## src/rtl/core/tournament_branch_predictor_macros.svh

```systemverilog
`ifndef TOURNAMENT_BRANCH_PREDICTOR_MACROS_SVH
`define TOURNAMENT_BRANCH_PREDICTOR_MACROS_SVH

// same-cycle implication, checked on every rising edge outside reset
`define TBP_ASSERT_SAME(lbl, ante, cons, msg) \
    lbl: assert property (@(posedge i_clk) disable iff (!i_rst_n) (ante) |-> (cons)) \
        else $error(msg);

// next-cycle implication, checked on every rising edge outside reset
`define TBP_ASSERT_NEXT(lbl, ante, cons, msg) \
    lbl: assert property (@(posedge i_clk) disable iff (!i_rst_n) (ante) |=> (cons)) \
        else $error(msg);

`endif

```

## src/rtl/core/tbp_ram.sv

```systemverilog
module tbp_ram #(
    parameter int WIDTH = 2,
    parameter int DEPTH = 16,
    localparam int AW = $clog2(DEPTH)
) (
    input  logic             i_clk,
    input  logic             i_we,
    input  logic [AW-1:0]    i_waddr,
    input  logic [WIDTH-1:0] i_wdata,
    input  logic             i_re,
    input  logic [AW-1:0]    i_raddr,
    output logic [WIDTH-1:0] o_rdata
);

    logic [WIDTH-1:0] r_mem [DEPTH];
    logic [WIDTH-1:0] r_q;

    always_ff @(posedge i_clk) begin
        if (i_we) begin
            r_mem[i_waddr] <= i_wdata;
        end
        if (i_re) begin
            r_q <= r_mem[i_raddr];
        end
    end

    assign o_rdata = r_q;

endmodule

```

## config.mk

```make
export PLATFORM = sky130hd
export DESIGN_NAME = tbp_ram
export DESIGN_NICKNAME = d
export VERILOG_FILES = /design/src/rtl/core/tournament_branch_predictor_macros.svh /design/src/rtl/core/tbp_ram.sv
export SDC_FILE = /design/constraint.sdc
export NUM_CORES = 1
export LEC_CHECK = 0
export BUFFER_PORTS_ARGS = -buffer_cell sky130_fd_sc_hd__clkbuf_2
export CAP_MARGIN = 25
export CELL_PAD_IN_SITES_DETAIL_PLACEMENT = 1
export CELL_PAD_IN_SITES_GLOBAL_PLACEMENT = 1
export CORE_ASPECT_RATIO = 0.75
export CORE_UTILIZATION = 51
export CTS_BUF_LIST = sky130_fd_sc_hd__clkbuf_8
export CTS_CLUSTER_SIZE = 24
export DETAILED_ROUTE_END_ITERATION = 12
export PLACE_DENSITY_LB_ADDON = 0.05
export SYNTH_ARGS = -nofsm -noshare
export SYNTH_HDL_FRONTEND = slang
export SYNTH_SLANG_ARGS = --single-unit
```

## constraint.sdc

```tcl
create_clock -name i_clk -period 1.6 [get_ports i_clk]
set_clock_uncertainty 0.05 [all_clocks]
set_input_delay 0.16 -clock i_clk [delete_from_list [all_inputs] [get_ports i_clk]]
set_output_delay 0.16 -clock i_clk [all_outputs]
set_load 0.005 [all_outputs]
```

==> impl_metrics.toml, run 1 <==
[yosys]
synth_compound_area_share_pct = 1.07
synth-simple-area-share_pct = 11.0
synth_top_family_by_area = "multiplexers"
yosysWarnings = 0
synth_fa_ha_area_share_pct = 0
avgSynthCellArea_um2 = 17.9
ys_seq_elements = 34
synth.net_count = 91
yosysSeqAreaShare_pct = 72.9
synthesis.area_mm2 = 0.00140
synth_xor_area_share_pct = 0
ys_types = 14
synth_mux_area_share_pct = 13.9
syn_inst = 78

[layout]
fin_cells = 135
final_cell_area_mm2 = 0.00159
drive_gt1_share_pct = 27.3
layout_commonest_cell = "edfxtp_1"
multi_input_area_um2 = 364
antenna_cells = 0
final.fill_count = 249
nNetsFinal = 111
utilization_pct = 61.2
layout_common_cells = "34 x edfxtp_1, 14 x clkbuf_2, 13 x nor2_1"
area_growth_syn_to_layout_pct = 13.8
regArea_mm2 = 0.00102

[clock_tree]
cts_repair_resize_count = 0
clk_pin_slew_worst_paths_ns = 0.06
cts_tree = "yes"
postCtsHoldBufs = 0
cts.path.max_buffers = 2
cts_setup_buffers = 0
cts.sinks = 34
htreeDepth = 2
clk_latency_ns = 0.27
clockRootBuffer = "clkbuf_8"
cts_buffers = 5

[power]
p_clk_share_pct = 34.4
pwr_density_cell_mw_per_mm2 = 1060
p_int_mw = 1.35
swShare_pct = 20.6
combinationalPowerShare_pct = 6.1
power_frac_seq_pct = 59.5
vdd_drop_max_uv = 636
p_sw_uw = 348
cellLeakagePower_nw = 0.536

[critical_path]
timing.critical_path.from = "r_mem[3][0]"
path_max_fanout = 1
cp_data_arrival_time_ns = 1.42
crit_path_end_kind = "flip-flop"
r2r-start = "r_mem[3][0]"
critPathKind = "flip-flop to flip-flop"
critical_path_required_ns = 1.57
start_kind = "flip-flop"

[floorplanning]
fp-row-count = 16
dieArea_mm2 = 0.00296
initial_core_util_pct = 53.8
core_area_mm2 = 0.00260
ios = 15
fp.dieW_um = 62.5
die_h_um = 47.4

[drt]
num_vias = 738
wire_per_inst_um = 17.6
drtIter0Drc = 35
ant_nets = 0
wl_um = 2380
viasPerCell = 5.47
drc = 0
drt-pass1-iter-count = 4

[sta]
max_slew_margin_pct = 77.2
final.setup.tns_ns = 0
rsz0062_at_grt = "false"
final_max_slew_viol_count = 0
setup_viol = 0
min_period_ns = 1.45
period_share_pct = 90.5
hold_viol_final = 0
max_freq_mhz = 691
worst_slew_pin_slew_ns = 0.340

[place]
dpl-instance-area_mm2 = 0.00151
hpwl_um = 1770
dp.cells = 127
port_buffers = 14
place_congestion = 0.726

[global_routing]
antenna_found_initial = 0
grt_pass1_vias = 700
grt_util_all_layers_pct = 17.8
grt-ovfl-total = 0
grt_max_degree = 17
grt_first_pass_wirelength_um = 3480

[job]
max-cap-violations = 0

[min_path]
min_from = "i_re"
hold_path_class = "input pin to flip-flop"

[run_status]
status = "complete, no violations"
==> final timing paths <==
kind                      to  slack, ns  cells after the start
setup / recovery  o_rdata[0]       0.15                      3
hold / removal    o_rdata[0]       0.05                      1
setup reg to reg  o_rdata[0]       0.15                      3
hold reg to reg   o_rdata[1]       0.71                      3
==> cell usage after synthesis <==
library cell	instances	area [µm²]
a22oi_1	2	15.0
buf_6	1	11.3
clkbuf_1	1	3.75
edfxtp_1	34	1020
mux4_1	4	105
mux4_2	4	90.1
nand2_1	3	11.3
nand2b_1	2	12.5
nand3_1	5	25.0
nand3b_1	2	15.0
nor2_1	13	48.8
nor2b_1	2	12.5
nor3_1	4	20.0
or3b_2	1	8.76
==> sequential cells by signal (all words and copies together), names as in the netlist <==
name     count
o_rdata      2
r_mem       32
==> metal layers <==
layer | share of wire [%] | global-route usage (%) | vias to the layer above
met5 | 0 | 0 | -
met4 | 0.80 | 9.77 | 0
met3 | 4.2 | 5.83 | 2
met2 | 44 | 25.0 | 20
met1 | 51 | 24.8 | 364
li1 | - | - | 352
==> worst max-delay path, stage by stage (launching register included) <==
cell and delay, ns:
edfxtp_1 0.39, mux4_2 0.47, a22oi_1 0.19, nand3_1 0.10
==> stage by stage <==
| stage | setup slack [ns] | power [mW] | hold WS [ns] |
|---|---|---|---|
| 4_1_cts | 0.128 | 1.72 | 0.0472 |
| 5_1_grt | 0.0682 | 1.75 | 0.0416 |
| 6_report | 0.152 | 1.70 | 0.0531 |
| 3_5_place_dp | 0.0385 | 1.13 | 0.338 |
| 3_3_place_gp | 0.0757 | 1.13 | 0.341 |
| 2_1_floorplan | 0.245 | 1.08 | 0.209 |
==> power by group through the flow <==
stage               clock (mW)  combinational (mW)  sequential (mW)
CTS                      0.604               0.106             1.01
floorplan                    0              0.0588             1.03
global placement             0               0.102             1.03
detailed placement           0               0.105             1.03
global route             0.630               0.115             1.01
finish                   0.582               0.103             1.01
==> area by class of cell <==
class                      count  share of cell area [%]
clock buffer                   5                    4.32
tap                           36                    2.83
sequential                    34                    64.1
multi-input combinational     42                    22.9
clock inverter                 3                    1.02
timing repair buffer          15                    4.87
==> cells by family (layout without fill, tap and decap cells) <==
group                  Yosys count  after routing
and+or+nand+nor                 32             32
DFF                             34             34
buffers and inverters            2             23
muxes                            8              8
AOI/OAI and AO/OA                2              2
(Power assumes the default switching activity.)
==> inputs of run 2 (changes only) <==
--- a/config.mk
+++ b/config.mk
@@ -15,6 +15,7 @@
 export CTS_CLUSTER_SIZE = 24
 export DETAILED_ROUTE_END_ITERATION = 12
 export PLACE_DENSITY_LB_ADDON = 0.05
+export REMOVE_ABC_BUFFERS = 1
 export SYNTH_ARGS = -nofsm -noshare
 export SYNTH_HDL_FRONTEND = slang
 export SYNTH_SLANG_ARGS = --single-unit
==> impl_metrics.toml, run 2 (same netlist as run 1, synthesis figures left out) <==
[min_path]
hold_path_class = "input pin to flip-flop"
min_from = "i_re"
worstHoldPathCells = 1
worst_hold_path.endpoint = "o_rdata[1]"

[sta]
rsz0062_at_grt = "false"
final_max_slew_viol_count = 0
period_share_pct = 92.6
hold_viol_final = 0
setup_viol = 0
max_slew_margin_pct = 74.0
max_freq_mhz = 675
hold_ws_ns = 0.0471
worst_slew_pin_slew_ns = 0.388
final.setup.tns_ns = 0
min_period_ns = 1.48

[layout]
regMostFlops = "r_mem"
largest_register_ffs = 32
layout_commonest_cell = "edfxtp_1"
drive_gt1_share_pct = 27.6
area_growth_syn_to_layout_pct = 13.3
layout_common_cells = "34 x edfxtp_1, 14 x clkbuf_2, 13 x nor2_1"
utilization_pct = 61.0
antenna_cells = 0
nNetsFinal = 111

[clock_tree]
cts_repair_resize_count = 0
cts_tree = "yes"
clk_latency_ns = 0.29
clockRootBuffer = "clkbuf_8"
cts_buffers = 5
htreeDepth = 2
postCtsHoldBufs = 0
clk_pin_slew_worst_paths_ns = 0.07
cts_setup_buffers = 0
cts.path.max_buffers = 2
cts.sinks = 34

[critical_path]
cp_data_arrival_time_ns = 1.47
rr_worst_depth = 3
critical_path_required_ns = 1.59
rrSetupSlack_ns = 0.12
start_kind = "flip-flop"
r2r-start = "r_mem[3][1]"
timing.rr.end = "o_rdata[1]"
crit_path_end_kind = "flip-flop"
critPathKind = "flip-flop to flip-flop"
path_max_fanout = 1

[place]
port_buffers = 14
hpwl_um = 1890
place_congestion = 0.768

[floorplanning]
die_h_um = 47.4
core_area_mm2 = 0.00260
dieArea_mm2 = 0.00296
fp-row-count = 16
fp.dieW_um = 62.5
initial_core_util_pct = 53.8
ios = 15

[drt]
drt-pass1-iter-count = 4
num_vias = 736
drc = 0
wire_per_inst_um = 19.0
ant_nets = 0
drtIter0Drc = 42
viasPerCell = 5.49
wl_um = 2550

[run_status]
status = "complete, no violations"

[job]
max-cap-violations = 0

[global_routing]
grt_max_degree = 17
grt-ovfl-total = 0
antenna_found_initial = 0
grt_first_pass_wirelength_um = 3770
grt_pass1_vias = 726
grt_util_all_layers_pct = 20.0

[power]
pwr_density_cell_mw_per_mm2 = 1070
total_power_mw = 1.70
cellLeakagePower_nw = 0.538
vdd_drop_max_uv = 691
==> run 2: critical path, cell delays in order (launching register included) <==
cell	delay, ns
edfxtp_1	0.42
mux4_2	0.49
a22oi_1	0.19
nand3_1	0.09
==> run 2: per-stage QoR <==
| stage | setup slack [ns] | instance area (µm²) | cells |
|---|---|---|---|
| CTS | 0.108 | 1590 | 134 |
| detailed placement | 0.0148 | 1510 | 127 |
| floorplan | 0.245 | 1390 | 76 |
| global route | 0.0482 | 1590 | 134 |
| finish | 0.118 | 1590 | 134 |
| global placement | 0.0711 | 1510 | 127 |
==> run 2: worst max path at each step <==
stage	slack (ns)	startpoint	endpoint	depth (start not counted)
after floorplan	0.25	r_mem[3][1]	o_rdata[1]	3
after CTS	0.11	r_mem[3][0]	o_rdata[0]	3
after global routing	0.05	r_mem[3][1]	o_rdata[1]	3
final	0.12	r_mem[3][1]	o_rdata[1]	3
after detailed placement	0.01	i_raddr[0]	o_rdata[0]	4
after global placement	0.07	i_raddr[0]	o_rdata[1]	4
==> run 2: cell type report <==
type	instances	area, µm²
flip-flops and latches	34	1020
fillers	248	1020
multi-input cells	42	364
repair buffers	15	77.6
clock buffers	5	68.8
well taps	36	45.0
clock inverters	2	10.0
==> run 2: where the power goes <==
group / internal [mW] / total, mW / switching (mW)
registers: 1.00 / 1.01 / 0.00591
logic: 0.0463 / 0.106 / 0.0594
clock network: 0.291 / 0.589 / 0.298
total: 1.34 / 1.70 / 0.363
==> run 2: metal layers <==
metal / share of wire [%] / global-route usage, % / vias to the layer above
met4: 2.2 / 9.77 / 0
met5: 0 / 0 / -
met2: 43 / 30.7 / 19
li1: - / - / 356
met3: 5.5 / 10.4 / 5
met1: 49 / 24.0 / 356
