==> config.mk <==
export PLATFORM = sky130hd
export DESIGN_NAME = tbp_predict
export DESIGN_NICKNAME = d
export VERILOG_FILES = /design/src/rtl/core/tournament_branch_predictor_macros.svh /design/src/rtl/core/tbp_pkg.sv /design/src/rtl/core/tbp_predict.sv
export SDC_FILE = /design/constraint.sdc
export NUM_CORES = 1
export LEC_CHECK = 0
export BUFFER_PORTS_ARGS = -buffer_cell sky130_fd_sc_hd__buf_2
export CAP_MARGIN = 20
export CORE_AREA = 2 2 66 68
export DETAILED_ROUTE_END_ITERATION = 10
export DIE_AREA = 0 0 68 70
export GPL_ROUTABILITY_DRIVEN = 0
export PLACE_DENSITY = 0.81
export SLEW_MARGIN = 10
export SYNTH_ARGS = -nofsm -noshare
export SYNTH_HDL_FRONTEND = slang
export SYNTH_SLANG_ARGS = --single-unit
==> constraint.sdc <==
create_clock -name vclk -period 2.8
set_input_delay 0.14 -clock vclk [all_inputs]
set_output_delay 0.14 -clock vclk [all_outputs]
set_load 0.01 [all_outputs]
==> src/rtl/core/tournament_branch_predictor_macros.svh <==
`ifndef TOURNAMENT_BRANCH_PREDICTOR_MACROS_SVH
`define TOURNAMENT_BRANCH_PREDICTOR_MACROS_SVH

// same-cycle implication, checked on every rising edge outside reset
`define TBP_ASSERT_SAME(lbl, ante, cons, msg) \
    lbl: assert property (@(posedge i_clk) disable iff (!i_rst_n) (ante) |-> (cons)) \
        else $error(msg);

// next-cycle implication, checked on every rising edge outside reset
`define TBP_ASSERT_NEXT(lbl, ante, cons, msg) \
    lbl: assert property (@(posedge i_clk) disable iff (!i_rst_n) (ante) |=> (cons)) \
        else $error(msg);

`endif

==> src/rtl/core/tbp_pkg.sv <==
package tbp_pkg;

    localparam int BIMODAL_ENTRIES = 2048;
    localparam int GLOBAL_ENTRIES  = 2048;
    localparam int CHOOSER_ENTRIES = 2048;
    localparam int HISTORY_WIDTH   = 11;

    localparam int BIM_IW = $clog2(BIMODAL_ENTRIES);
    localparam int GLB_IW = $clog2(GLOBAL_ENTRIES);
    localparam int CHO_IW = $clog2(CHOOSER_ENTRIES);

    localparam int CLR_ENTRIES_BG = (BIMODAL_ENTRIES > GLOBAL_ENTRIES) ?
                                    BIMODAL_ENTRIES : GLOBAL_ENTRIES;
    localparam int CLR_ENTRIES    = (CLR_ENTRIES_BG > CHOOSER_ENTRIES) ?
                                    CLR_ENTRIES_BG : CHOOSER_ENTRIES;
    localparam int CLR_IW         = $clog2(CLR_ENTRIES);

    localparam int ADDR_W  = 32;
    localparam int TALLY_W = 32;
    localparam int CFG_W   = 4;
    localparam int CTR_W   = 2;

    localparam logic [CFG_W-1:0] HIST_BITS_RESET = 4'd11;

    typedef logic [CTR_W-1:0]         t_ctr;
    typedef logic [HISTORY_WIDTH-1:0] t_hist;

    localparam t_ctr CTR_MAX = 2'd3;
    localparam t_ctr CTR_MIN = 2'd0;

    typedef struct packed {
        logic [ADDR_W-1:0] branch_address;
        logic              taken;
    } t_tbp_in;

    typedef struct packed {
        logic               predicted_taken;
        logic               prediction_correct;
        logic               used_global;
        logic [TALLY_W-1:0] correct_count;
    } t_tbp_out;

    typedef struct packed {
        logic [BIM_IW-1:0] bim_idx;
        logic [GLB_IW-1:0] glb_idx;
        logic [CHO_IW-1:0] cho_idx;
        logic              taken;
    } t_s1;

    typedef struct packed {
        t_ctr bim;
        t_ctr glb;
        t_ctr cho;
    } t_ctr_set;

    typedef struct packed {
        logic              bim_vld;
        logic [BIM_IW-1:0] bim_idx;
        t_ctr              bim_ctr;
        logic              glb_vld;
        logic [GLB_IW-1:0] glb_idx;
        t_ctr              glb_ctr;
        logic              cho_vld;
        logic [CHO_IW-1:0] cho_idx;
        t_ctr              cho_ctr;
    } t_byp;

    typedef struct packed {
        t_ctr               bim_ctr;
        t_ctr               glb_ctr;
        t_ctr               cho_ctr;
        logic               cho_we;
        logic               pred;
        logic               ok;
        logic               use_g;
        logic [TALLY_W-1:0] tally;
    } t_res;

    typedef struct packed {
        logic              active;
        logic [CLR_IW-1:0] idx;
    } t_clr;

    function automatic t_ctr ctr_train(t_ctr c, logic up);
        t_ctr r;
        if (up) begin
            r = (c == CTR_MAX) ? c : c + t_ctr'(1);
        end else begin
            r = (c == CTR_MIN) ? c : c - t_ctr'(1);
        end
        return r;
    endfunction

endpackage

==> src/rtl/core/tbp_predict.sv <==
module tbp_predict
    import tbp_pkg::*;
(
    input  t_s1                i_s1,
    input  t_ctr_set           i_q,
    input  t_byp               i_byp,
    input  logic [TALLY_W-1:0] i_tally,
    output t_res               o_res
);

    t_ctr bim;
    t_ctr glb;
    t_ctr cho;
    logic pb;
    logic pg;

    always_comb begin
        bim = (i_byp.bim_vld && i_byp.bim_idx == i_s1.bim_idx) ? i_byp.bim_ctr : i_q.bim;
        glb = (i_byp.glb_vld && i_byp.glb_idx == i_s1.glb_idx) ? i_byp.glb_ctr : i_q.glb;
        cho = (i_byp.cho_vld && i_byp.cho_idx == i_s1.cho_idx) ? i_byp.cho_ctr : i_q.cho;

        pb = bim[CTR_W-1];
        pg = glb[CTR_W-1];

        o_res.use_g   = cho[CTR_W-1];
        o_res.pred    = o_res.use_g ? pg : pb;
        o_res.ok      = (o_res.pred == i_s1.taken);
        o_res.bim_ctr = ctr_train(bim, i_s1.taken);
        o_res.glb_ctr = ctr_train(glb, i_s1.taken);
        o_res.cho_we  = (pb != pg);
        o_res.cho_ctr = ctr_train(cho, pg == i_s1.taken);
        o_res.tally   = (o_res.ok && i_tally != '1) ? i_tally + TALLY_W'(1) : i_tally;
    end

endmodule

==> summary by stage, run 1 <==
Run status
The run finished with clean final reports.

Setup path
The critical path is of the primary input to primary output type. The sort of element at the start of the critical path is a primary input. STA classifies the critical path endpoint as a primary output.

The origin of the worst setup path is i_s1[9]. The top fanout value on the critical path is 8. The worst endpoint data arrival time is 2.33 ns.

The required time at the worst-slack endpoint is around 2.7 ns.

Final layout
The area of all sequential standard cells is 0 µm². In the layout the commonest cells are buf_2 (156), xnor2_1 (60), nand4_1 (23), and3_1 (15), nand3_1 (13). From synthesis to final layout, the design area changed by 63.08%.

The fill cell instance count of the final layout is 409. After the flow finishes, the layout carries non-filler instances totaling 388. The design has 0 sequential cells. With fillers left out, the area of the finished cells amounts to roughly 0.0023 mm². The final layout contains 453 nets.

The layout clock buffer count is 0. The number of antenna repair diodes is 0. The library cell used most frequently in the layout, excluding fill and tap cells, is buf_2. In the final layout, the share of cells above drive strength 1 is 52.38%. For this run, the share of the core covered by cells in the final layout is 54.41%.

Detailed routing
The mean routed wirelength per cell is 11.88 µm. After detailed routing, the total wire length is 4.611 mm. In the routed layout, each cell is associated on average with a via count of approximately 4.8. After detailed routing, the number of remaining DRC violations is 0. The post-route antenna net violation count is 0.

The violation count after the first detailed-route iteration is 64. The vias after detailed routing is roughly 1900. The pre-antenna-repair detailed-routing pass consisted of 4 iterations.

Timing
The least setup slack across all paths after layout is 0.3336 ns. Measured against its own limit, the worst slew margin works out to 75.49%. After layout, the worst path uses approximately nine tenths of the clock period. Setup repair after global routing left no endpoint under its margin. The timing-limited maximum frequency is 405.4 MHz.

Counting I/O delays and the setup requirement, the final critical path takes 2.466 ns. The final count of hold timing violations is 0. Hold timing on the final database bottoms out at a slack of between 0.5 and 0.6 ns.

Summed over all failing endpoints, the final setup total negative slack is 0 ns. The slew at the pin closest to its max-slew limit is 0.3648 ns. The number of pins exceeding their max-slew limit in the final report is 0. The final setup violation count is 0.

Floorplanning
The initial core utilization is 33.36%. The core area is ~0.0041 mm². The die covers 0.004760 mm². The initialized floorplan defines 24 standard-cell rows. Pin placement for this block handled 156 I/O pins. The floorplan step set the die width to ~70 µm.

The floorplan step set the die height to ~70 µm.

Yosys
The top-area cell type share of the netlist area is 38.01%. The net count after synthesis is 293. After synthesis, the netlist uses 29 different library cells. The Yosys warning count is 0. Of the synthesized area, sequential elements account for 0%. The post-synthesis instance total is 178.

The average footprint of a synthesized cell is 7.767 µm². In the post-synthesis netlist, the biggest area contributors are xnor2_1 (38%), nand4_1 (10%), and3_1 (6.8%). The biggest area contributor in the post-synthesis netlist is xnor2_1.

Summing every instance area after synthesis gives ~0.0014 mm².

Placement
The HPWL after detailed placement is roughly 4.2 mm. The worst setup timing slack at the placement stage is 0.3185 ns. The area after detailed placement is around 0.0023 mm². Port buffering added 156 buffers. The number of cells after detailed placement is 388.

GRT
The total routing usage reported by global routing is 19.01%. The via count of the first global-routing pass is roughly 1800. The largest net degree at the start of global routing is 25. The first global-routing pass estimated 7.555 mm of wire.

The initial antenna violation count came to 0. The global-route congestion overflow total is 0.

Hold path
The worst hold path passes through 3 cells. The end of the worst hold path is o_res[27]. The worst hold path begins at i_tally[27]. The class of the tightest hold or removal check is primary input to primary output.

Power
The static leakage is about 1.1 nW. Power spread over the standard cell area amounts to 140.3 mW/mm². The largest voltage drop on the vdd net is 71.68 µV. The total power of the final layout is 0.3164 mW.

Clock network
For this design, the CTS-stage hold fixing added 0 buffers. The total of cells resized after clock tree synthesis is 0. In this run the post-CTS setup repair buffer count came out at 0.

Flow run
Across the run, the number of max-cap violations was 0.
-- layout make-up --
type / instances / area (µm²) / area share [%]
Multi-Input combinational cell: 169 / 1341 / 59.49
Timing Repair Buffer: 163 / 833.3 / 36.96
Tap cell: 52 / 65.06 / 2.886
Inverter: 4 / 15.01 / 0.6659
-- power breakdown --
group | total (mW) | internal [mW] | switching (mW) | leakage, nW
combinational | 0.316 | 0.168 | 0.148 | 1.09
clock | 0 | 0 | 0 | 0
sequential | 0 | 0 | 0 | 0
-- worst max-delay path: stages --
cell and delay, ns:
buf_2 0.11, xnor2_1 0.15, nand4_1 0.16, nor3_4 0.28
mux2_4 0.36, mux2i_4 0.23, xnor2_4 0.26, buf_4 0.21
nand4_1 0.10, xnor2_1 0.18, buf_2 0.15
-- worst max-delay path by stage --
stage,end,slack [ns],cells after the start
floorplan,o_res[12],0.53,8
global placement,o_res[18],0.34,10
detailed placement,o_res[25],0.32,11
CTS,o_res[25],0.31,11
global route,o_res[23],0.09,11
finish,o_res[23],0.33,11
-- cells by family (layout without fill, tap and decap cells) --
| group | count (synthesis) | after routing | share of synthesized area, % |
|---|---|---|---|
| buffers and inverters | 9 | 167 | 2.986 |
| xor gates and xnor gates | 67 | 67 | 43.80 |
| AOI/OAI and AO/OA | 2 | 2 | 0.9048 |
| muxes | 11 | 11 | 10.77 |
| adders and majority gates | 5 | 5 | 3.801 |
| and+or+nand+nor | 84 | 84 | 37.74 |
-- Yosys cell counts, drive strengths merged (2+ instances only) --
library cell,instances
xor2,6
nand3,13
mux2,5
nand2,8
nor2,6
nand4,23
mux2i,6
and3,15
clkbuf,2
and2,6
nor3,9
xnor2,61
maj3,4
buf,3
inv,4
-- layer usage --
metal | global-route usage [%] | up-vias | wire [µm]
li1 | - | 956 | -
met1 | 23.41 | 832 | 1830
met2 | 34.63 | 72 | 2394
met3 | 1.449 | 12 | 287
met4 | 4.444 | 0 | 99
met5 | 0 | - | 0
Power figures use the tool's default switching activity.
==> inputs of run 2 (changes only) <==
--- a/config.mk
+++ b/config.mk
@@ -7,11 +7,11 @@
 export LEC_CHECK = 0
 export BUFFER_PORTS_ARGS = -buffer_cell sky130_fd_sc_hd__buf_2
 export CAP_MARGIN = 20
-export CORE_AREA = 2 2 66 68
+export CORE_AREA = 2 2 65 67
 export DETAILED_ROUTE_END_ITERATION = 10
-export DIE_AREA = 0 0 68 70
+export DIE_AREA = 0 0 67 69
 export GPL_ROUTABILITY_DRIVEN = 0
-export PLACE_DENSITY = 0.81
+export PLACE_DENSITY = 0.84
 export SLEW_MARGIN = 10
 export SYNTH_ARGS = -nofsm -noshare
 export SYNTH_HDL_FRONTEND = slang
==> run 2 against run 1 <==
Cell count shrank 0.77%; global-route usage grew 0.051 points; setup slack lost 0.11 ns; sequential cell count is the same; sequential share of layout area is the same; wire length shrank 1.9%; critical path type unchanged; critical endpoint is now o_res[28]; largest cell class unchanged; largest power group unchanged.
==> summary by stage, run 2 (synthesized netlist as in run 1, its figures left out) <==
Run status
The flow ran to the end, and the final reports show no timing, DRC or antenna violations.

GRT
The via count of the first global-routing pass is 1813 (-1.3%). The largest net degree at the start of global routing was 25 (unchanged). The total routing usage reported by global routing is 19.06% (+0.051 points). The initial antenna violation count came to 0 (unchanged). The global-route wire length before repair is 7.389 mm (-2.2%). The global-route congestion overflow total came to 0 (unchanged).

Clock network
The post-CTS setup buffer count is 0 (unchanged). The total of cells resized after clock tree synthesis is 0 (unchanged). The count of hold-fix buffers inserted at cts is 0 (unchanged).

Flow run
The max-cap violation count is 0 (unchanged).

Timing
The minimum clock period is 2.577 ns (+0.1102 ns). The final setup violation count was 0 (unchanged). The final-layout worst hold slack is 0.5565 ns (-0.0007480 ns). The timing-limited maximum frequency is 388.1 MHz (-4.3%). The slew at the pin closest to its max-slew limit is 0.4147 ns (+0.04985 ns). The headroom to the max-slew limit came to 71.56% (-3.9 points). The aggregate negative setup slack is 0 ns (unchanged). The final count of hold timing violations is 0 (unchanged). The number of pins exceeding their max-slew limit in the final report is 0 (unchanged). The final critical-path share of the clock period is 92.02% (+3.9 points). Setup repair after global routing left no endpoint under its margin.

Detailed routing
The number of DRC violations after detailed routing is 0 (unchanged). The mean routed wirelength per cell is 11.75 µm (-1.2%). The wire length after detailed routing is 4.522 mm (-1.9%). The via-per-instance ratio is 4.873 (+0.99%). The number of detailed-routing iterations run before antenna repair is 4 (unchanged).

The post-route antenna net violation count is 0 (unchanged). The vias after detailed routing is 1876 (+0.21%). The violation count after the first detailed-route iteration is 68 (+6.3%).

Setup path
The maximum cell stage delay along the critical path is 0.36 ns (about the same). The cell with the largest stage delay on the worst path is mux2_4. STA classifies the critical path endpoint as a primary output. The required time at the worst-slack endpoint is 2.66 ns (about the same). The sum of buffers and inverters on the critical path came to 3 (unchanged). STA classifies the critical path startpoint as a primary input. The top fanout value on the critical path is 12 (+4).

The critical path is of the primary input to primary output type. The worst endpoint data arrival time is 2.44 ns (+0.11 ns). Traced cell by cell, the critical path runs through buf_2 > xnor2_1 > nand4_1 > nor3_4 > mux2_4 > mux2i_4 > xnor2_4 > buf_4 > nand4_1 > xnor2_1 > buf_2. The kind of cell with the highest combined delay along the critical path is XOR/XNOR gates.

Final layout
The most common cell after layout, fill and taps aside is buf_2. The number of standard cells in the final layout excluding fillers is 385 (-0.77%). The area of all sequential standard cells came to 0 µm² (unchanged). The final net count is 452 (-0.22%). The number of antenna repair diodes is 0 (unchanged). The layout clock buffer count is 0 (unchanged). The number of sequential cells was 0 (unchanged). In the layout the commonest cells are buf_2 (156), xnor2_1 (60), nand4_1 (23), and3_1 (15), nand3_1 (13). Compared with the post-synthesis result, the final layout area differs by 62.35%.

The share of layout cells above drive strength 1 was 52.24% (-0.14 points).

Floorplanning
The initial core utilization is 35.33% (+2.0 points). The area of the die is 0.004623 mm² (-2.9%). The core area is 0.003914 mm² (-5.6%).

The placement row count is 23 (-4.2%). The I/O pin count is 156 (unchanged). The horizontal extent of the die was 67 µm (-1.5%). The chip height is 69 µm (-1.4%).

Power
The power per unit of standard cell area is 139.9 mW/mm² (-0.32%). The largest voltage drop on the vdd net was 76.94 µV (+7.3%). The static leakage is 1.090 nW (-0.32%).

Placement
The HPWL after detailed placement is 4.139 mm (-0.62%). The number of cells after detailed placement was 385 (-0.77%). The number of port buffers is 156 (unchanged).

Hold path
The path class of the tightest hold or removal check is primary input to primary output.
-- run 2: layer usage --
metal	GRT usage, %	share of wire, %
met3	2.284	8.0
met5	0	0
met2	37.18	52
met1	20.47	37
met4	5.215	2.8
-- run 2: tightest hold or removal path, delay by kind of cell --
kind / cells / cell delay, ns
xor+xnor: 1 / 0.05
buf+inv: 2 / 0.22
-- run 2: layout make-up --
cell class                 count  area [µm²]
timing repair buffer         162       825.8
fill                         399        1669
multi-input combinational    169        1341
inverter                       4       15.01
tap                           50       62.56
-- run 2: metrics by stage --
step / utilization (%) / power (mW) / worst slack [ns] / area (µm²)
2_1_floorplan: - / 0.1563 / 0.5282 / 1383
3_5_place_dp: 57.35 / 0.3159 / 0.2217 / 2245
3_3_place_gp: 57.35 / 0.3078 / 0.2832 / 2245
5_1_grt: 57.35 / 0.3450 / 0.008244 / 2245
4_1_cts: 57.35 / 0.3176 / 0.2065 / 2245
6_report: 57.35 / 0.3140 / 0.2234 / 2245
-- run 2: worst paths after layout --
kind  startpoint         to  slack, ns  cells past startpoint
max      i_s1[2]  o_res[28]       0.22                     11
min   i_tally[8]   o_res[8]       0.56                      3
-- run 2: report_power, final --
group          leakage, nW  switching (mW)  internal (mW)  total (mW)
clock                    0               0              0           0
sequential               0               0              0           0
combinational         1.09           0.147          0.167       0.314
