==> config.mk <==
export PLATFORM = sky130hd
export DESIGN_NAME = tbp_clear
export DESIGN_NICKNAME = d
export VERILOG_FILES = /design/src/rtl/core/tournament_branch_predictor_macros.svh /design/src/rtl/core/tbp_pkg.sv /design/src/rtl/core/tbp_clear.sv
export SDC_FILE = /design/constraint.sdc
export NUM_CORES = 1
export LEC_CHECK = 0
export BUFFER_PORTS_ARGS = -buffer_cell sky130_fd_sc_hd__buf_2
export CAP_MARGIN = 10
export CORE_MARGIN = 8
export CORE_UTILIZATION = 35
export DETAILED_ROUTE_END_ITERATION = 8
export PLACE_DENSITY = 0.6
export SLEW_MARGIN = 25
export SYNTH_ARGS = -nofsm -noshare
export SYNTH_HDL_FRONTEND = slang
export SYNTH_SLANG_ARGS = --single-unit
==> constraint.sdc <==
create_clock -name i_clk -period 1.8 [get_ports i_clk]
set_input_delay 0 -clock i_clk [delete_from_list [all_inputs] [get_ports i_clk]]
set_output_delay 0 -clock i_clk [all_outputs]
set_load 0.01 [all_outputs]
==> src/rtl/core/tournament_branch_predictor_macros.svh <==
`ifndef TOURNAMENT_BRANCH_PREDICTOR_MACROS_SVH
`define TOURNAMENT_BRANCH_PREDICTOR_MACROS_SVH

// same-cycle implication, checked on every rising edge outside reset
`define TBP_ASSERT_SAME(lbl, ante, cons, msg) \
    lbl: assert property (@(posedge i_clk) disable iff (!i_rst_n) (ante) |-> (cons)) \
        else $error(msg);

// next-cycle implication, checked on every rising edge outside reset
`define TBP_ASSERT_NEXT(lbl, ante, cons, msg) \
    lbl: assert property (@(posedge i_clk) disable iff (!i_rst_n) (ante) |=> (cons)) \
        else $error(msg);

`endif

==> src/rtl/core/tbp_pkg.sv <==
package tbp_pkg;

    localparam int BIMODAL_ENTRIES = 2048;
    localparam int GLOBAL_ENTRIES  = 2048;
    localparam int CHOOSER_ENTRIES = 2048;
    localparam int HISTORY_WIDTH   = 11;

    localparam int BIM_IW = $clog2(BIMODAL_ENTRIES);
    localparam int GLB_IW = $clog2(GLOBAL_ENTRIES);
    localparam int CHO_IW = $clog2(CHOOSER_ENTRIES);

    localparam int CLR_ENTRIES_BG = (BIMODAL_ENTRIES > GLOBAL_ENTRIES) ?
                                    BIMODAL_ENTRIES : GLOBAL_ENTRIES;
    localparam int CLR_ENTRIES    = (CLR_ENTRIES_BG > CHOOSER_ENTRIES) ?
                                    CLR_ENTRIES_BG : CHOOSER_ENTRIES;
    localparam int CLR_IW         = $clog2(CLR_ENTRIES);

    localparam int ADDR_W  = 32;
    localparam int TALLY_W = 32;
    localparam int CFG_W   = 4;
    localparam int CTR_W   = 2;

    localparam logic [CFG_W-1:0] HIST_BITS_RESET = 4'd11;

    typedef logic [CTR_W-1:0]         t_ctr;
    typedef logic [HISTORY_WIDTH-1:0] t_hist;

    localparam t_ctr CTR_MAX = 2'd3;
    localparam t_ctr CTR_MIN = 2'd0;

    typedef struct packed {
        logic [ADDR_W-1:0] branch_address;
        logic              taken;
    } t_tbp_in;

    typedef struct packed {
        logic               predicted_taken;
        logic               prediction_correct;
        logic               used_global;
        logic [TALLY_W-1:0] correct_count;
    } t_tbp_out;

    typedef struct packed {
        logic [BIM_IW-1:0] bim_idx;
        logic [GLB_IW-1:0] glb_idx;
        logic [CHO_IW-1:0] cho_idx;
        logic              taken;
    } t_s1;

    typedef struct packed {
        t_ctr bim;
        t_ctr glb;
        t_ctr cho;
    } t_ctr_set;

    typedef struct packed {
        logic              bim_vld;
        logic [BIM_IW-1:0] bim_idx;
        t_ctr              bim_ctr;
        logic              glb_vld;
        logic [GLB_IW-1:0] glb_idx;
        t_ctr              glb_ctr;
        logic              cho_vld;
        logic [CHO_IW-1:0] cho_idx;
        t_ctr              cho_ctr;
    } t_byp;

    typedef struct packed {
        t_ctr               bim_ctr;
        t_ctr               glb_ctr;
        t_ctr               cho_ctr;
        logic               cho_we;
        logic               pred;
        logic               ok;
        logic               use_g;
        logic [TALLY_W-1:0] tally;
    } t_res;

    typedef struct packed {
        logic              active;
        logic [CLR_IW-1:0] idx;
    } t_clr;

    function automatic t_ctr ctr_train(t_ctr c, logic up);
        t_ctr r;
        if (up) begin
            r = (c == CTR_MAX) ? c : c + t_ctr'(1);
        end else begin
            r = (c == CTR_MIN) ? c : c - t_ctr'(1);
        end
        return r;
    endfunction

endpackage

==> src/rtl/core/tbp_clear.sv <==
module tbp_clear
    import tbp_pkg::*;
(
    input  logic i_clk,
    input  logic i_rst_n,
    output t_clr o_clr
);

    logic              r_active;
    logic              n_active;
    logic [CLR_IW-1:0] r_idx;
    logic [CLR_IW-1:0] n_idx;

    always_comb begin
        n_active = r_active;
        n_idx    = r_idx;
        if (r_active) begin
            n_idx = r_idx + CLR_IW'(1);
            if (r_idx == CLR_IW'(CLR_ENTRIES - 1)) begin
                n_active = 1'b0;
            end
        end
    end

    always_ff @(posedge i_clk) begin
        if (!i_rst_n) begin
            r_active <= 1'b1;
            r_idx    <= '0;
        end else begin
            r_active <= n_active;
            r_idx    <= n_idx;
        end
    end

    assign o_clr.active = r_active;
    assign o_clr.idx    = r_idx;

endmodule

==> reports/metrics.csv, run 1 <==
stage,metric,value,unit
outcome,status,finished clean,
worst_setup_path,rrSetupSlack,0.27,ns
global_routing,grt_max_degree,12,
clock_network,clk_pin_slew,0.07,ns
worst_setup_path,cp-startpoint,r_idx[0],
floorplan,die_y,55.0,um
power,peakVddDrop,0.000434,V
synth,synth_area,532,sq um
worst_setup_path,r2r-end,r_idx[10],
clock_network,cts_root_buffer,clkbuf_4,
floorplan,rows,14,
clock_network,hold_buffers,1,
placement,gp_congestion,0.678,
drt,routed_wl,1150,um
layout,drive_above_1_share,28.0,%
worst_setup_path,worstSetupStartpointType,flop,
clock_network,cts_tree,built,
worst_setup_path,reg2reg_depth,4,
synth,netlist-cell-type-count,20,
synth,synth_fp_nets,62,
sta,hold_viol_final,0,
worst_setup_path,cp.arrival,1.74,ns
power,internal-power,0.000407,W
placement,dp_slack,0.285,ns
flow_run,cap_violations,0,
synth,syn_inst,59,
clock_network,cts_resized,0,
worst_setup_path,crit_type,flop to flop,
sta,finalSetupViolations,0,
power,sw_frac_of_total,20.9,%
clock_network,clock_latency,0.27,ns
drt,drtIter0Drc,6,
worst_setup_path,crit_fanout,6,
worst_setup_path,crit_end,r_idx[10],
clock_network,cts.sinks,12,
placement,dp_hpwl,855,um
synth,synth-warning-count,0,
drt,vias_per_cell,5.20,
worst_setup_path,slowest_stage,or4_1,
worst_setup_path,r2r_start,r_idx[0],
layout,final_nets,79,
synth,synthArstFlopShare,0,%
synth,synth_edf_count,0,
global_routing,grt_use_total,8.65,%
sta,slew_headroom,76.3,%
sta,fin_tns_setup,0,ns
worst_setup_path,crit_chain,"ha_1, nand3_1, or4_1, a21oi_1",
placement,port_buffers,13,
clock_network,cts_buffer_depth,2,
sta,layout_setup_ws,0.266,ns
sta,worst_slew_pin_slew,0.356,ns
power,pwr-share-clk,40.3,%
worst_hold_path,min_path_type,input pin to flop,
sta,clock.fmax,652,MHz
sta,fin_skew,0.00103,ns
clock_network,post-cts-setup-buffers,0,
layout,diodes,0,
floorplan,start_util,36.1,%
synth,ys_seq_elements,12,
sta,drv_slew,0,
power,p_leak,0.269,nW
clock_network,cts_buffers,3,
global_routing,grt-ovfl-total,0,
worst_setup_path,slowest_delay,0.50,ns
synth,synth.most_common_cell,dfxtp_1,
floorplan,dieWidth,55.0,um
global_routing,grt_pass1_vias,454,
clock_network,cts_max_level,1,
drt,antenna_left,0,
power,p_sw,0.000107,W
floorplan,io_pins,14,
synth,synth_area_leaders,"dfxtp_1 45%, a21oi_1 5.6%, o31ai_1 5.6%",
global_routing,grt_pass1_wl,1870,um
synth,synth_area_leader_cell,dfxtp_1,
synth,yosysTopAreaCellShare,45.2,%
drt,wl_per_cell,12.7,um
sta,post-route-period-util,85.2,%
floorplan,core_area,0.00147,sq mm
power,power.share.sequential,54.3,%
global_routing,grt_antenna_before_repair,0,
drt,drtPass1Iterations,4,
floorplan,dieArea,0.00302,sq mm
worst_setup_path,cp-end-kind,flop,
power,share_comb_of_total_power,5.5,%
sta,min_period,1.53,ns
synth,avgSynthCellArea,9.01,sq um
sta,grt_setup_unrepaired,no,
drt,drc,0,
layout,area_growth,22.6,%
power,p_per_area,788,mW/mm^2
layout,fin_util,44.3,%
drt,routed-via-count,473,
synth,synthTopCellsByCount,"12 x dfxtp_1, 6 x a21oi_1, 6 x nand2_1",
worst_setup_path,crit_required,2.00,ns
synth,yosysSeqAreaShare,45.2,%
synth,synthFlopType,dfxtp_1,
-- how the worst min path moves through the flow --
stage | startpoint | to | slack [ns] | cells after the start
finish | i_rst_n | r_active | 0.43 | 3
global route | i_rst_n | r_active | 0.45 | 3
CTS | i_rst_n | r_active | 0.43 | 3
detailed placement | i_rst_n | r_active | 0.19 | 2
global placement | i_rst_n | r_active | 0.18 | 2
floorplan | i_rst_n | r_active | 0.06 | 1
-- layout make-up --
cell class	count	area (sq um)
inverters	1	3.75
fillers	164	820
repair buffers	15	82.6
clock buffers	4	36.3
flip-flops and latches	12	240
well taps	16	20.0
multi-input cells	43	269
-- through the flow --
stage / instance area [sq um] / std cells / total power, W / hold slack [ns]
final: 652 / 91 / 0.000514 / 0.435
after global routing: 652 / 91 / 0.000540 / 0.450
after CTS: 652 / 91 / 0.000525 / 0.432
after detailed placement: 606 / 86 / 0.000312 / 0.188
after global placement: 606 / 86 / 0.000312 / 0.177
after floorplan: 532 / 59 / 0.000301 / 0.0619
-- logic make-up (layout without fill, tap and decap cells) --
| logic type | after synthesis | after routing | synth area share (%) |
|---|---|---|---|
| simple gates | 24 | 24 | 25.6 |
| compound gates | 13 | 13 | 14.1 |
| buf+inv | 4 | 20 | 4.23 |
| xor+xnor | 4 | 4 | 6.59 |
| flops | 12 | 12 | 45.2 |
| fa+ha+maj | 1 | 1 | 2.35 |
| mux | 1 | 1 | 1.88 |
-- cell usage in the layout (no fill, tap or decap), types with 2 or more instances in the layout --
master and count:
nor2_1 5, a21oi_1 6, o31ai_1 4, or4_1 3, clkbuf_4 3, dfxtp_1 12
o21ai_0 3, or3_1 2, buf_2 13, nand2_1 6, xor2_1 3, nand4_1 4
-- per-layer routing --
| layer | share of wire [%] | track usage (%) | vias up |
|---|---|---|---|
| met5 | 0 | 0 | - |
| met4 | 0.43 | 2.40 | 0 |
| met3 | 8.4 | 6.15 | 2 |
| met2 | 42 | 13.2 | 11 |
| met1 | 49 | 9.49 | 212 |
| li1 | - | - | 248 |
-- power groups by stage --
stage / Sequential [W] / Clock [W] / Combinational (W)
floorplan: 0.000287 / 0 / 0.0000143
global placement: 0.000285 / 0 / 0.0000270
detailed placement: 0.000285 / 0 / 0.0000271
CTS: 0.000279 / 0.000217 / 0.0000289
global route: 0.000280 / 0.000227 / 0.0000320
finish: 0.000279 / 0.000207 / 0.0000280
-- critical path: cells and delay by family, from the launching register on --
family / cells / cell delay (ns)
simple gates: 2 / 0.67
flops: 1 / 0.41
fa+ha+maj: 1 / 0.24
compound gates: 1 / 0.15
-- sequential cells by signal, summed over array words and instances, names as in the netlist --
| signal | flops |
|---|---|
| r_idx | 11 |
| r_active | 1 |
Power figures use the tool's default switching activity.
==> run 2: changes to the inputs <==
CTS_BUF_LIST = sky130_fd_sc_hd__clkbuf_8   (was not set)
==> run 2 against run 1 <==
  * Largest cell class unchanged
  * Global-route usage stayed put
  * Maximum frequency about the same
  * Routed wire length barely moved
  * Non-clock buffer count did not move
  * Via count is 0.63% higher
  * Critical path type unchanged
  * Highest routed layer unchanged
  * Sequential cell count unchanged
  * Largest power group is now clock
  * Design area increased by 2.9%
  * Sequential share of layout area fell by 1.0 points
  * Setup slack improved by 0.0012 ns
  * Hold slack better by 0.033 ns
==> reports/metrics.csv, run 2 (synthesized netlist as in run 1, its figures left out) <==
stage,metric,value,unit,change
outcome,status,finished clean,,
floorplan,core_area,0.00147,sq mm,unchanged
clock_network,cts_buffers,3,,unchanged
layout,fillers,161,,-1.8%
sta,layout_setup_ws,0.267,ns,+0.00117 ns
worst_setup_path,cp-startpoint,r_idx[0],,
worst_setup_path,crit_required,1.97,ns,-0.03 ns
layout,final_cell_mix,"13 x buf_2, 12 x dfxtp_1, 6 x nand2_1, 6 x a21oi_1, 5 x nor2_1",,
placement,dp_slack,0.285,ns,unchanged
layout,drive_above_1_share,28.0,%,unchanged
worst_setup_path,crit_type,flop to flop,,
drt,drc,0,,unchanged
sta,worst_slew_pin_slew,0.356,ns,-0.000115 ns
global_routing,grt_use_total,8.65,%,unchanged
sta,min_period,1.53,ns,-0.00117 ns
worst_setup_path,crit_fanout,6,,unchanged
worst_setup_path,r2r_start,r_idx[0],,
layout,diodes,0,,unchanged
global_routing,grt_pass1_wl,1870,um,unchanged
floorplan,rows,14,,unchanged
floorplan,start_util,36.1,%,unchanged
layout,mostFrequentLayoutCell,buf_2,,
worst_hold_path,hp-start,i_rst_n,,
floorplan,die_y,55.0,um,unchanged
layout,multi_input_area,269,sq um,unchanged
global_routing,grt_max_degree,12,,unchanged
layout,largest_register_ffs,11,,unchanged
layout,reg_top3,"r_idx x11, r_active x1",,
sta,fin_tns_setup,0,ns,unchanged
floorplan,dieArea,0.00302,sq mm,unchanged
clock_network,post-cts-setup-buffers,0,,unchanged
power,p_leak,0.276,nW,+2.9%
worst_setup_path,reg2reg_depth,4,,unchanged
clock_network,cts_max_level,1,,unchanged
placement,port_buffers,13,,unchanged
drt,drtPass1Iterations,2,,-2
layout,final_nets,79,,unchanged
placement,dp_hpwl,855,um,unchanged
worst_setup_path,cp.arrival,1.70,ns,-0.04 ns
worst_setup_path,worstSetupStartpointType,flop,,
global_routing,grt_antenna_before_repair,0,,unchanged
worst_setup_path,cp-end-kind,flop,,
flow_run,cap_violations,0,,unchanged
drt,routed-via-count,476,,+0.63%
clock_network,cts_root_buffer,clkbuf_8,,
clock_network,clk_pin_slew,0.05,ns,-0.02 ns
clock_network,cts_tree,built,,
floorplan,io_pins,14,,unchanged
global_routing,grt_pass1_vias,455,,+0.22%
worst_hold_path,holdPathStages,3,,unchanged
sta,fin_skew,0.00254,ns,+0.00151 ns
power,p_per_area,887,mW/mm^2,+13%
sta,drv_slew,0,,unchanged
sta,clock.fmax,652,MHz,about the same
sta,grt_setup_unrepaired,no,,
sta,hold_viol_final,0,,unchanged
clock_network,cts_buffer_depth,2,,unchanged
clock_network,cts.sinks,12,,unchanged
sta,slew_headroom,76.3,%,about the same
drt,routed_wl,1150,um,about the same
power,peakVddDrop,0.000605,V,+40%
placement,place_area,606,sq um,unchanged
worst_hold_path,min_path_type,input pin to flop,,
global_routing,grt-ovfl-total,0,,unchanged
drt,antenna_left,0,,unchanged
sta,post-route-period-util,85.1,%,about the same
drt,vias_per_cell,5.23,,+0.63%
layout,final_area,671,sq um,+2.9%
clock_network,clock_latency,0.24,ns,-0.03 ns
layout,seq_area,240,sq um,unchanged
floorplan,dieWidth,55.0,um,unchanged
drt,wl_per_cell,12.6,um,about the same
placement,gp_congestion,0.678,,unchanged
layout,area_growth,26.1,%,
drt,drtIter0Drc,7,,+1
sta,finalSetupViolations,0,,unchanged
layout,top_register,r_idx,,
clock_network,cts_resized,0,,unchanged
sta,hold_ws,0.468,ns,+0.0326 ns
==> run 2: cell counts in the layout (fill, tap and decap cells not counted) <==
Identical to the previous run, type by type.
==> run 2: worst paths after layout <==
kind	to	slack (ns)
hold reg to reg	r_idx[9]	0.49
hold / removal	r_active	0.47
setup / recovery	r_idx[10]	0.27
setup reg to reg	r_idx[10]	0.27
==> run 2: layer usage <==
metal | part of all wire, % | up-vias | track usage, % | wire, um
met3 | 9.8 | 2 | 6.15 | 113
met4 | 0.52 | 0 | 2.40 | 6
met1 | 47 | 215 | 9.49 | 546
met2 | 42 | 13 | 13.2 | 485
li1 | - | 246 | - | -
met5 | 0 | - | 0 | 0
==> run 2: timing repair <==
item,in CTS,in global routing
setup endpoints to repair,0,0
hold buffers,1,0
endpoints found under the hold margin,1,0
==> run 2: power by group <==
part	switching (W)	total (W)	internal, W
Clock	0.0000943	0.000287	0.000193
Combinational	0.0000155	0.0000280	0.0000126
Sequential	0.00000789	0.000280	0.000272
Total	0.000118	0.000595	0.000477
==> run 2: area by class of cell <==
type	count	area share (%)
well taps	16	2.99
flip-flops and latches	12	35.8
repair buffers	15	12.3
clock buffers	4	8.21
inverters	1	0.560
multi-input cells	43	40.1
==> run 2: per-stage QoR <==
step           total power [W]  instances  util (%)
2_1_floorplan         0.000301         59         -
3_5_place_dp          0.000312         86      41.2
6_report              0.000595         91      45.6
3_3_place_gp          0.000312         86      41.2
4_1_cts               0.000602         91      45.6
5_1_grt               0.000618         91      45.6
==> run 2: critical path, stage by stage (launching register included) <==
cell and delay, ns:
dfxtp_1 0.41, ha_1 0.24, nand3_1 0.17, or4_1 0.50
a21oi_1 0.15
